## config.mk

```make
export PLATFORM = sky130hd
export DESIGN_NAME = sha1_byte_stream_hasher
export DESIGN_NICKNAME = d
export VERILOG_FILES = /design/src/sv/s1h_pkg.sv /design/src/sv/sha1_byte_stream_hasher.sv /design/src/sv/s1h_buf.sv /design/src/sv/s1h_core.sv
export SDC_FILE = /design/constraint.sdc
export NUM_CORES = 2
export LEC_CHECK = 0
export ABC_AREA = 1
export BUFFER_PORTS_ARGS = -buffer_cell sky130_fd_sc_hd__buf_4
export CAP_MARGIN = 40
export CORE_MARGIN = 2
export CORE_UTILIZATION = 55
export CTS_BUF_LIST = sky130_fd_sc_hd__clkbuf_8
export DETAILED_ROUTE_END_ITERATION = 10
export PLACE_DENSITY_LB_ADDON = 0.3
export REMOVE_ABC_BUFFERS = 1
export SLEW_MARGIN = 20
export SYNTH_ARGS = -nofsm -noshare
export SYNTH_HDL_FRONTEND = slang
export SYNTH_SLANG_ARGS = --single-unit
export TNS_END_PERCENT = 5
```

## constraint.sdc

```tcl
create_clock -name aclk -period 19.3 [get_ports aclk]
set_input_delay 0 -clock aclk [delete_from_list [all_inputs] [get_ports aclk]]
set_output_delay 0 -clock aclk [all_outputs]
set_load 0.005 [all_outputs]
```

## src/sv/s1h_pkg.sv

```systemverilog
// shared constants and round helpers for the sha-1 byte stream hasher
// no dependencies
package s1h_pkg;

    localparam logic [31:0] IV0 = 32'h67452301;
    localparam logic [31:0] IV1 = 32'hEFCDAB89;
    localparam logic [31:0] IV2 = 32'h98BADCFE;
    localparam logic [31:0] IV3 = 32'h10325476;
    localparam logic [31:0] IV4 = 32'hC3D2E1F0;

    localparam logic [31:0] K0 = 32'h5A827999;
    localparam logic [31:0] K1 = 32'h6ED9EBA1;
    localparam logic [31:0] K2 = 32'h8F1BBCDC;
    localparam logic [31:0] K3 = 32'hCA62C1D6;

    localparam logic [7:0] PAD_BYTE = 8'h80;
    localparam int unsigned NUM_ROUNDS = 80;
    localparam int unsigned NUM_WORDS = 5;

    // compression controls from the sequencer to the core
    typedef struct packed {
        logic init;   // copy hash into working registers
        logic load;   // shift one block word into the schedule
        logic round;  // run one round
        logic add;    // fold working registers into hash
        logic clear;  // back to the initial hash
    } s1h_ctl_t;

    function automatic logic [31:0] s1h_f(input logic [6:0] t, input logic [31:0] b,
                                          input logic [31:0] c, input logic [31:0] d);
        logic [31:0] r;
        if (t < 7'd20) begin
            r = (b & c) | (~b & d);
        end else if (t >= 7'd40 && t < 7'd60) begin
            r = (b & c) | (b & d) | (c & d);
        end else begin
            r = b ^ c ^ d;
        end
        return r;
    endfunction

    function automatic logic [31:0] s1h_k(input logic [6:0] t);
        logic [31:0] r;
        if (t < 7'd20) begin
            r = K0;
        end else if (t < 7'd40) begin
            r = K1;
        end else if (t < 7'd60) begin
            r = K2;
        end else begin
            r = K3;
        end
        return r;
    endfunction

endpackage

```

## src/sv/sha1_byte_stream_hasher.sv

```systemverilog
// top level of the sha-1 byte stream hasher: sequencer, padding, length, output
// depends on s1h_pkg, s1h_buf, s1h_core
//
// Takes one item per handshake; an item may carry a message byte and may end the message.
// A byte that completes a 64-byte block starts a compression: the block streams out of the
// buffer memory into the schedule window, then one round per cycle, then the hash update;
// no item is taken until it is done. An end of message runs one padded block (two when 56
// or more bytes are pending), then shows the five digest words, one per output handshake,
// word 0 first. The sustained rate is set by the single round unit. Padding is muxed into
// the words as they leave the buffer, so the buffer is never swept. A message over
// 2^64 - 1 bits gives five words of zero with status 1. After the last word the block is
// ready for a new message.
module sha1_byte_stream_hasher
    import s1h_pkg::*;
(
    input  logic        aclk,
    input  logic        aresetn,
    input  logic        s_valid,
    output logic        s_ready,
    input  logic [7:0]  s_data_byte,
    input  logic        s_has_byte,
    input  logic        s_end_of_message,
    output logic        m_valid,
    input  logic        m_ready,
    output logic [31:0] m_digest_word,
    output logic [2:0]  m_word_index,
    output logic        m_last_word,
    output logic        m_status
);

    typedef enum logic [2:0] {ST_IDLE, ST_LOAD, ST_ROUND, ST_ADD, ST_EMIT} state_t;
    // which flavor of block is being compressed
    typedef enum logic [1:0] {KIND_NORM, KIND_FIN_A, KIND_FIN_B} kind_t;

    state_t      state_reg, state_next;
    kind_t       kind_reg, kind_next;
    logic [6:0]  cnt_reg, cnt_next;
    logic [5:0]  fill_reg, fill_next;
    logic [63:0] len_reg, len_next;
    logic        ovf_reg, ovf_next;
    logic        endp_reg, endp_next;
    logic [2:0]  idx_reg, idx_next;
    logic [3:0]  rdidx_reg;

    logic        in_acc, byte_ok;
    logic [63:0] len_inc;
    logic [31:0] rd_data, hash_word, load_word;
    s1h_ctl_t    ctl;

    assign s_ready = (state_reg == ST_IDLE);
    assign in_acc  = s_valid && s_ready;
    assign byte_ok = in_acc && s_has_byte && !ovf_reg;
    assign len_inc = len_reg + 64'd8;

    s1h_buf u_buf (
        .aclk    (aclk),
        .wr_en   (byte_ok),
        .wr_addr (fill_reg),
        .wr_data (s_data_byte),
        .rd_addr (cnt_reg[3:0]),
        .rd_data (rd_data)
    );

    // padding mux: each lane picks buffer data, the marker byte, a length byte or zero
    always_comb begin
        logic [5:0] p;
        logic [2:0] ls;
        logic [7:0] mb, lb, ob;
        for (int j = 0; j < 4; j++) begin
            p  = {rdidx_reg, 2'(j)};
            ls = 3'd7 - p[2:0];
            mb = rd_data[8 * (3 - j) +: 8];
            lb = len_reg[{ls, 3'b000} +: 8];
            case (kind_reg)
                KIND_NORM: ob = mb;
                KIND_FIN_A: begin
                    if (p < fill_reg) begin
                        ob = mb;
                    end else if (p == fill_reg) begin
                        ob = PAD_BYTE;
                    end else if (p[5:3] == 3'b111 && fill_reg[5:3] != 3'b111) begin
                        ob = lb;
                    end else begin
                        ob = 8'h00;
                    end
                end
                KIND_FIN_B: ob = (p[5:3] == 3'b111) ? lb : 8'h00;
                default:    ob = 8'h00;
            endcase
            load_word[8 * (3 - j) +: 8] = ob;
        end
    end

    always_comb begin
        ctl       = '0;
        ctl.init  = (state_reg == ST_LOAD) && (cnt_reg == 7'd0);
        ctl.load  = (state_reg == ST_LOAD) && (cnt_reg != 7'd0);
        ctl.round = (state_reg == ST_ROUND);
        ctl.add   = (state_reg == ST_ADD);
        ctl.clear = (state_reg == ST_EMIT) && m_ready && (idx_reg == 3'(NUM_WORDS - 1));
    end

    s1h_core u_core (
        .aclk      (aclk),
        .aresetn   (aresetn),
        .ctl       (ctl),
        .load_word (load_word),
        .round_idx (cnt_reg),
        .sel       (idx_reg),
        .hash_word (hash_word)
    );

    always_comb begin
        state_next = state_reg;
        kind_next  = kind_reg;
        cnt_next   = cnt_reg;
        fill_next  = fill_reg;
        len_next   = len_reg;
        ovf_next   = ovf_reg;
        endp_next  = endp_reg;
        idx_next   = idx_reg;
        case (state_reg)
            ST_IDLE: begin
                if (in_acc) begin
                    endp_next = s_end_of_message;
                    cnt_next  = 7'd0;
                    idx_next  = 3'd0;
                    if (byte_ok) begin
                        fill_next = fill_reg + 6'd1;
                        len_next  = len_inc;
                        if (len_inc == 64'd0) begin
                            ovf_next = 1'b1;
                        end
                    end
                    if (byte_ok && fill_reg == 6'd63) begin
                        state_next = ST_LOAD;
                        kind_next  = KIND_NORM;
                    end else if (s_end_of_message) begin
                        if (ovf_next) begin
                            state_next = ST_EMIT;
                        end else begin
                            state_next = ST_LOAD;
                            kind_next  = KIND_FIN_A;
                        end
                    end
                end
            end
            ST_LOAD: begin
                if (cnt_reg == 7'd16) begin
                    state_next = ST_ROUND;
                    cnt_next   = 7'd0;
                end else begin
                    cnt_next = cnt_reg + 7'd1;
                end
            end
            ST_ROUND: begin
                if (cnt_reg == 7'(NUM_ROUNDS - 1)) begin
                    state_next = ST_ADD;
                end
                cnt_next = cnt_reg + 7'd1;
            end
            ST_ADD: begin
                cnt_next = 7'd0;
                case (kind_reg)
                    KIND_NORM: begin
                        if (!endp_reg) begin
                            state_next = ST_IDLE;
                        end else if (ovf_reg) begin
                            state_next = ST_EMIT;
                        end else begin
                            state_next = ST_LOAD;
                            kind_next  = KIND_FIN_A;
                        end
                    end
                    KIND_FIN_A: begin
                        // no room for the length field: one more block
                        if (fill_reg[5:3] == 3'b111) begin
                            state_next = ST_LOAD;
                            kind_next  = KIND_FIN_B;
                        end else begin
                            state_next = ST_EMIT;
                        end
                    end
                    default: state_next = ST_EMIT;
                endcase
            end
            ST_EMIT: begin
                if (m_ready) begin
                    idx_next = idx_reg + 3'd1;
                    if (idx_reg == 3'(NUM_WORDS - 1)) begin
                        state_next = ST_IDLE;
                        fill_next  = 6'd0;
                        len_next   = 64'd0;
                        ovf_next   = 1'b0;
                        endp_next  = 1'b0;
                        idx_next   = 3'd0;
                    end
                end
            end
            default: state_next = ST_IDLE;
        endcase
    end

    always_ff @(posedge aclk) begin
        if (!aresetn) begin
            state_reg <= ST_IDLE;
            kind_reg  <= KIND_NORM;
            cnt_reg   <= 7'd0;
            fill_reg  <= 6'd0;
            len_reg   <= 64'd0;
            ovf_reg   <= 1'b0;
            endp_reg  <= 1'b0;
            idx_reg   <= 3'd0;
        end else begin
            state_reg <= state_next;
            kind_reg  <= kind_next;
            cnt_reg   <= cnt_next;
            fill_reg  <= fill_next;
            len_reg   <= len_next;
            ovf_reg   <= ovf_next;
            endp_reg  <= endp_next;
            idx_reg   <= idx_next;
        end
    end

    // word index of the data coming out of the buffer this cycle
    always_ff @(posedge aclk) begin
        rdidx_reg <= cnt_reg[3:0];
    end

    assign m_valid       = (state_reg == ST_EMIT);
    assign m_word_index  = idx_reg;
    assign m_last_word   = (idx_reg == 3'(NUM_WORDS - 1));
    assign m_status      = ovf_reg;
    assign m_digest_word = ovf_reg ? 32'd0 : hash_word;

    a_no_overlap: assert property (@(posedge aclk) disable iff (!aresetn)
        !(s_ready && m_valid))
        else $error("input ready while digest words pending");

    a_index_range: assert property (@(posedge aclk) disable iff (!aresetn)
        m_valid |-> (m_word_index <= 3'd4))
        else $error("digest word index out of range");

    a_back_to_idle: assert property (@(posedge aclk) disable iff (!aresetn)
        (m_valid && m_ready && m_last_word) |=> (s_ready && fill_reg == 6'd0 && !ovf_reg))
        else $error("state not cleared after last digest word");

    a_ovf_zero: assert property (@(posedge aclk) disable iff (!aresetn)
        (m_valid && m_status) |-> (m_digest_word == 32'd0))
        else $error("overflowed message gives nonzero word");

endmodule

```

## src/sv/s1h_buf.sv

```systemverilog
// 64-byte block buffer, byte writes, registered word reads
// depends on s1h_pkg
module s1h_buf
    import s1h_pkg::*;
(
    input  logic        aclk,
    input  logic        wr_en,
    input  logic [5:0]  wr_addr,
    input  logic [7:0]  wr_data,
    input  logic [3:0]  rd_addr,
    output logic [31:0] rd_data
);

    logic [3:0][7:0] mem [16];

    // byte 0 of a word sits in the top lane
    always_ff @(posedge aclk) begin
        if (wr_en) begin
            mem[wr_addr[5:2]][~wr_addr[1:0]] <= wr_data;
        end
        rd_data <= mem[rd_addr];
    end

endmodule

```

## src/sv/s1h_core.sv

```systemverilog
// sha-1 compression core: schedule window, working registers, hash registers
// depends on s1h_pkg
module s1h_core
    import s1h_pkg::*;
(
    input  logic        aclk,
    input  logic        aresetn,
    input  s1h_ctl_t    ctl,
    input  logic [31:0] load_word,
    input  logic [6:0]  round_idx,
    input  logic [2:0]  sel,
    output logic [31:0] hash_word
);

    logic [31:0] w_reg [16];
    logic [31:0] a_reg, b_reg, c_reg, d_reg, e_reg;
    logic [31:0] h_reg [NUM_WORDS];
    logic [31:0] w_new, w_cur, temp;

    always_comb begin
        w_new = w_reg[13] ^ w_reg[8] ^ w_reg[2] ^ w_reg[0];
        w_new = {w_new[30:0], w_new[31]};
        w_cur = (round_idx < 7'd16) ? w_reg[0] : w_new;
        temp  = {a_reg[26:0], a_reg[31:27]} + s1h_f(round_idx, b_reg, c_reg, d_reg)
              + e_reg + w_cur + s1h_k(round_idx);
    end

    always_ff @(posedge aclk) begin
        if (ctl.load || ctl.round) begin
            for (int i = 0; i < 15; i++) begin
                w_reg[i] <= w_reg[i + 1];
            end
            w_reg[15] <= ctl.load ? load_word : w_cur;
        end
        if (ctl.init) begin
            a_reg <= h_reg[0];
            b_reg <= h_reg[1];
            c_reg <= h_reg[2];
            d_reg <= h_reg[3];
            e_reg <= h_reg[4];
        end else if (ctl.round) begin
            a_reg <= temp;
            b_reg <= a_reg;
            c_reg <= {b_reg[1:0], b_reg[31:2]};
            d_reg <= c_reg;
            e_reg <= d_reg;
        end
    end

    always_ff @(posedge aclk) begin
        if (!aresetn || ctl.clear) begin
            h_reg[0] <= IV0;
            h_reg[1] <= IV1;
            h_reg[2] <= IV2;
            h_reg[3] <= IV3;
            h_reg[4] <= IV4;
        end else if (ctl.add) begin
            h_reg[0] <= h_reg[0] + a_reg;
            h_reg[1] <= h_reg[1] + b_reg;
            h_reg[2] <= h_reg[2] + c_reg;
            h_reg[3] <= h_reg[3] + d_reg;
            h_reg[4] <= h_reg[4] + e_reg;
        end
    end

    always_comb begin
        case (sel)
            3'd0:    hash_word = h_reg[0];
            3'd1:    hash_word = h_reg[1];
            3'd2:    hash_word = h_reg[2];
            3'd3:    hash_word = h_reg[3];
            default: hash_word = h_reg[4];
        endcase
    end

endmodule
```

## After elaboration in Yosys (flattened, before gate mapping)

Memories as Yosys holds them, arrays and structs flattened. A register that Yosys moved wholly into a read port is not among the register bits.
Cells that the tools add are included.

- Register bits: 251
- RAM bits: 1184
- Input port bits: 14
- Output and inout port bits: 39
- Logic and storage cells: 235
- Memories: 3

Memory list:

| name | words | width | rd ports | clocked after Yosys merged registers in | wr ports | line | text |
|---|---|---|---|---|---|---|---|
| u_buf.mem | 16 | 32 | 1 | 1 | 1 | s1h_buf.sv:14 | `logic [3:0][7:0] mem [16];` |
| u_core.w_reg | 16 | 32 | 16 | 0 | 16 | s1h_core.sv:15 | `logic [31:0] w_reg [16];` |
| u_core.h_reg | 5 | 32 | 5 | 0 | 5 | s1h_core.sv:17 | `logic [31:0] h_reg [NUM_WORDS];` |

- Add/subtract/negate cells: 17
- $lt $le $gt $ge: 11
- Equal/unequal tests: 32
- Shift-type cells: 4
- Mux-type cells: 104
- Bitwise logic cells: 19
- Reduce and logical (&&, ||, !) cells: 31

Operators with widths:

| operator | number |
|---|---|
| $mux W32 | 23 |
| $add A32 B32 Y32 | 9 |
| $mux W64 | 4 |
| $shiftx A64 B7 Y8 | 4 |
| $xor A32 B32 Y32 | 5 |
| $mux W8 | 17 |
| $and A32 B32 Y32 | 4 |
| $pmux W32 S4 | 1 |
| $pmux W64 S2 | 1 |
| $or A32 B32 Y32 | 3 |
| $pmux W8 S3 | 4 |
| $add A64 B4 Y64 const B | 1 |
| $logic_not A64 Y1 | 1 |
| $mux W3 | 14 |
| $not A32 Y32 | 1 |
| $mux W31 | 1 |
| $pmux W7 S4 | 1 |
| $eq A6 B6 Y1 | 4 |
| $lt A6 B6 Y1 | 4 |
| $mux W6 | 4 |
| $demux W8 S2 | 1 |
| $mux W1 | 16 |
| $pmux W3 S5 | 1 |
| $lt A7 B5 Y1 const B | 2 |
| 44 further kinds | 92 |

## Longest topological paths before layout

- Depth in word-level cells: 12
- Depth in mapped cells: 32
- Depth with buffers taken out: 31

## By module

From an unflattened synthesis, not the netlist that was laid out.

- Cell total of the unflattened synthesis: 8022
- Area, all modules: 75891.5 um^2

Modules (own cells, without submodules):

| module | instances | cells each | area each (um^2) | sequential area each (um^2) |
|---|---|---|---|---|
| s1h_core | 1 | 4567 | 45796.4 | 24984.0 |
| s1h_buf | 1 | 2197 | 23080.9 | 16015.4 |
| sha1_byte_stream_hasher | 1 | 1258 | 7014.2 | 1761.7 |

## Worst setup path before layout

OpenSTA, ideal clock, no wires.

- Path kind: register to register
- From: register cnt_reg[0]
- To: memory u_core.w_reg[0][0] (enable)
- Library setup time: 3643 ps
- Arrival: 10356 ps
- Data required time: 15657 ps
- Slack: 5302 ps
- Cell stages (with the launch flop): 12
- Path buffers: 4
- Clock period less this slack: 13998 ps
- Cell sequence: dfxtp_1 clkbuf_1 clkinv_1 clkbuf_1 clkbuf_1 ha_1 nand2_1 nor2_1 nor2_1 inv_1 clkbuf_1 nand2_1

RTL lines:

| item | line | text |
|---|---|---|
| start: declaration | sha1_byte_stream_hasher.sv:37 | `logic [6:0] cnt_reg, cnt_next;` |
| start signal: assignment | sha1_byte_stream_hasher.sv:217 | `cnt_reg <= cnt_next;` |
| end: declaration | s1h_core.sv:15 |  |

## Worst setup path in the final report

- From: register cnt_reg[3]
- To: register u_core.a_reg[27], data pin

- Word-level cells in the longest chain between the ends: 10
- Elaborated cells between the ends (all ways): 20
- Those cells by class: add/sub: 4; order compare: 5; mux: 8; reduce/logical: 3

Ends and longest elaborated chain:

| item | line | text |
|---|---|---|
| $ge A7 B6 Y1 or $lt A7 B6 Y1 (tied branches) | s1h_pkg.sv:34, s1h_pkg.sv:48 |  |
| $logic_and A1 B1 Y1 | s1h_pkg.sv:34 | `end else if (t >= 7'd40 && t < 7'd60) begin` |
| $mux W32 | s1h_pkg.sv:34 |  |
| $mux W32 | s1h_pkg.sv:32 | `if (t < 7'd20) begin` |
| $add A32 B32 Y32 | s1h_core.sv:24 | `temp = {a_reg[26:0], a_reg[31:27]} + s1h_f(round_idx, b_reg, c_reg, d_reg)` |
| $add A32 B32 Y32 (3 in series) | s1h_core.sv:25 | `+ e_reg + w_cur + s1h_k(round_idx);` |
| $mux W32 | s1h_core.sv:41 | `end else if (ctl.round) begin` |
| $mux W32 (*) | s1h_core.sv:35 | `if (ctl.init) begin` |
| end signal: assignment | s1h_core.sv:36 | `a_reg <= h_reg[0];` |
| end signal: assignment | s1h_core.sv:42 | `a_reg <= temp;` |
| end: declaration | s1h_core.sv:16 | `logic [31:0] a_reg, b_reg, c_reg, d_reg, e_reg;` |

Mark *: on every way between the ends. The rest lies on a longest branch, timed or not. The select of a mux whose other input is x is not followed.
A chain may end at the register's enable or synchronous reset.

==> impl_metrics.py <==
metrics = {
    "logic_synthesis": {
        "synth-main-ff-cell": "edfxtp_1",
        "synth_xor_area_frac": 0.0195,
        "synth.top_cell.area_share": 0.572,
        "yosys_warnings": 0,
        "yosys.area_share.simple": 0.136,
        "synth-compound-area-share": 0.117,
        "avgSynthCellArea_um2": 10.6,
        "syn_area_um2": 70600,
        "muxShareOfSynthArea": 0.000160,
        "yosysUniqueCellTypes": 57,
        "synth_fa_ha_area_frac": 0.0772,
        "yosysMostFrequentCell": "edfxtp_1",
        "syn_inst": 6636,
        "synth.area.top_cells": "edfxtp_1, nand2_1, o21ai_0",
        "ys_top_cells_by_count": "edfxtp_1, nand2_1, nor2_1",
        "synth_top_family_by_area": "simple AND/OR/NAND/NOR gates",
        "ys_seq_area_frac": 0.606,
        "synth_edf_count": 1344,
        "async_flop_share": 0,
        "ys_ff_latch": 1464,
        "yosysTopAreaCell": "edfxtp_1",
    },
    "sta": {
        "setup_viol": 0,
        "timing.final.hold_violations": 0,
        "skew_ns": 0.0743,
        "fmax_mhz": 139,
        "maxSlewViolCount": 0,
        "fin_tns_setup_ns": 0,
        "hold_ws_ns": 0.101,
        "worst_pin_slew_ns": 1.00,
        "min_period_ns": 7.17,
        "grt_setup_unrepaired": "no",
        "min_period_over_period": 0.372,
        "max_slew_margin": 0.323,
    },
    "run_status": {
        "status": "finished clean",
    },
    "critical_path": {
        "critPathBufInv": 7,
        "critical_path.top_delay_family": "simple AND/OR/NAND/NOR gates",
        "crit_path_top_delay_cell": "nor2_1",
        "required_ns": 20.02,
        "path_max_fanout": 35,
        "timing.rr.end": "u_core.a_reg[27]",
        "setup.worst_path.end_class": "register",
        "path_class": "reg -> reg",
        "cpPeakStageDelay_ns": 0.59,
        "crit_path_start_kind": "register",
        "r2r_slack_ns": 12.13,
        "crit_path_frequent_cell": "nand2_1",
        "rr_startpoint": "cnt_reg[3]",
        "critical_path_arrival_ns": 7.89,
        "r2r_cells": 32,
    },
    "final_layout": {
        "num-nets-final": 7183,
        "post-route-util": 0.611,
        "fill_cells": 10336,
        "final_area_um2": 77900,
        "syn_to_final_growth_pct": 10.4,
        "drive_gt1_frac": 0.0805,
    },
    "floorplan": {
        "core_um2": 128000,
        "core.rowCount": 131,
        "die-area_um2": 131000,
        "fp.dieH_um": 362,
        "io-pin-count": 53,
        "die-width_um": 362,
        "start_util": 0.553,
    },
    "routing": {
        "drt_iter0_markers": 5955,
        "first_pass_iters": 7,
        "drc": 0,
        "ant_nets": 0,
        "drt-total-wl_um": 200000,
        "vias": 50982,
        "vias_per_cell": 5.88,
        "wl_per_cell_um": 23.1,
    },
    "placed_design": {
        "gp_congestion": 1.02,
        "dp_hpwl_um": 142000,
        "io_buffers": 52,
        "placed_cell_area_um2": 72900,
    },
    "clock_network": {
        "postCtsResizedCells": 0,
        "clk_latency_ns": 0.98,
        "numClockSinks": 1464,
        "cts-root-buf": "clkbuf_8",
        "cts.clk_slew.worst_paths_ns": 0.06,
        "post-cts-setup-buffers": 0,
        "cts_buffers": 230,
        "cts_buffer_depth": 3,
        "cts_max_level": 4,
        "cts_tree": "yes",
    },
    "power": {
        "powerDensity_nw_per_um2": 177,
        "total_power_mw": 13.8,
        "vdd_drop_max_mv": 0.155,
        "p_leak_nw": 29.0,
    },
    "global_routing": {
        "grt_pass1_vias": 48364,
        "overflow": 0,
        "grt_max_degree": 210,
        "grtUsageTotal": 0.303,
        "grt_pass1_wl_um": 299000,
        "grt_antenna_before_repair": 1,
    },
    "worst_hold_path": {
        "min-delay-start": "aresetn",
        "min_path_type": "in -> reg",
        "hold_path_end": "cnt_reg[0]",
        "whs_path_depth": 4,
    },
    "run": {
        "maxCapViolCount": 0,
    },
}
-- logic make-up after synthesis --
kind of cell               Yosys count
xor gates and xnor gates           157
muxes                                1
and+or+nand+nor                   2341
AOI/OAI and AO/OA                 1473
buffers and inverters              839
adders and majority gates          361
DFF                               1464
-- cell usage in the layout (no fill, tap or decap), types with 26 or more instances in the layout --
| cell type | instances |
|---|---|
| dfxtp_1 | 117 |
| a31oi_1 | 26 |
| nand3_1 | 140 |
| clkinv_2 | 30 |
| xor2_1 | 58 |
| clkinv_1 | 53 |
| fa_1 | 124 |
| or2_2 | 53 |
| nor2_1 | 714 |
| nand2_1 | 1241 |
| nor3_1 | 60 |
| a21oi_1 | 428 |
| ha_1 | 237 |
| o22ai_1 | 179 |
| o21a_1 | 41 |
| inv_1 | 678 |
| a21o_1 | 31 |
| a221oi_1 | 42 |
| xnor2_1 | 99 |
| clkbuf_8 | 247 |
| buf_4 | 115 |
| nand4_1 | 66 |
| o21ai_0 | 633 |
| edfxtp_1 | 1344 |
-- layout make-up --
| cell class | instances | area, um^2 | share of cell area |
|---|---|---|---|
| timing repair buffer | 161 | 1500 | 0.0192 |
| sequential | 1464 | 42800 | 0.549 |
| tap | 1662 | 2080 | 0.0267 |
| antenna | 5 | 12.5 | 0.000161 |
| clock inverter | 182 | 1140 | 0.0147 |
| inverter | 618 | 2330 | 0.0299 |
| multi-input combinational | 4333 | 24700 | 0.317 |
| clock buffer | 247 | 3400 | 0.0436 |
-- where the power goes --
part           total [mW]  internal [mW]  leakage, nW  switching (mW)
Combinational        6.33           2.26         13.3            4.07
Sequential           4.85           4.36         13.1           0.489
Clock                2.59           1.31         2.60            1.28
-- routing by layer --
layer	track usage	routed length (um)	up-vias
met4	0.114	7480	0
li1	-	-	23534
met3	0.0544	17800	351
met2	0.462	89800	2405
met1	0.436	85200	24692
met5	0	0	-
-- worst max path at each step --
stage	start	endpoint	cells past startpoint
3_5_place_dp	cnt_reg[3]	u_core.a_reg[27]	32
4_1_cts	cnt_reg[3]	u_core.a_reg[27]	32
3_3_place_gp	cnt_reg[2]	u_core.a_reg[27]	32
6_report	cnt_reg[3]	u_core.a_reg[27]	32
5_1_grt	cnt_reg[3]	u_core.a_reg[22]	31
2_1_floorplan	cnt_reg[0]	u_core.w_reg[0][0]	7
-- through the flow --
| stage | worst slack, ns | instances |
|---|---|---|
| finish | 12.13 | 8672 |
| global route | 11.52 | 8668 |
| CTS | 12.22 | 8642 |
| detailed placement | 12.24 | 8195 |
| global placement | 12.38 | 8174 |
| floorplan | -4.50 | 6415 |
-- worst reg2reg max path, delay by kind of cell, from the launching register on --
kind                     cells  cell delay [ns]
AND/OR/NAND/NOR             15             2.22
AO/OA/AOI/OAI                5             1.04
adder cells (fa/ha/maj)      5             1.93
buffers and inverters        7             1.35
flip-flops                   1             0.39
-- timing repair --
action / in CTS / in global routing
endpoints found under the setup margin: 0 / 0
hold endpoints to repair: 596 / 0
hold buffers: 18 / 0
(Power assumes the default switching activity.)
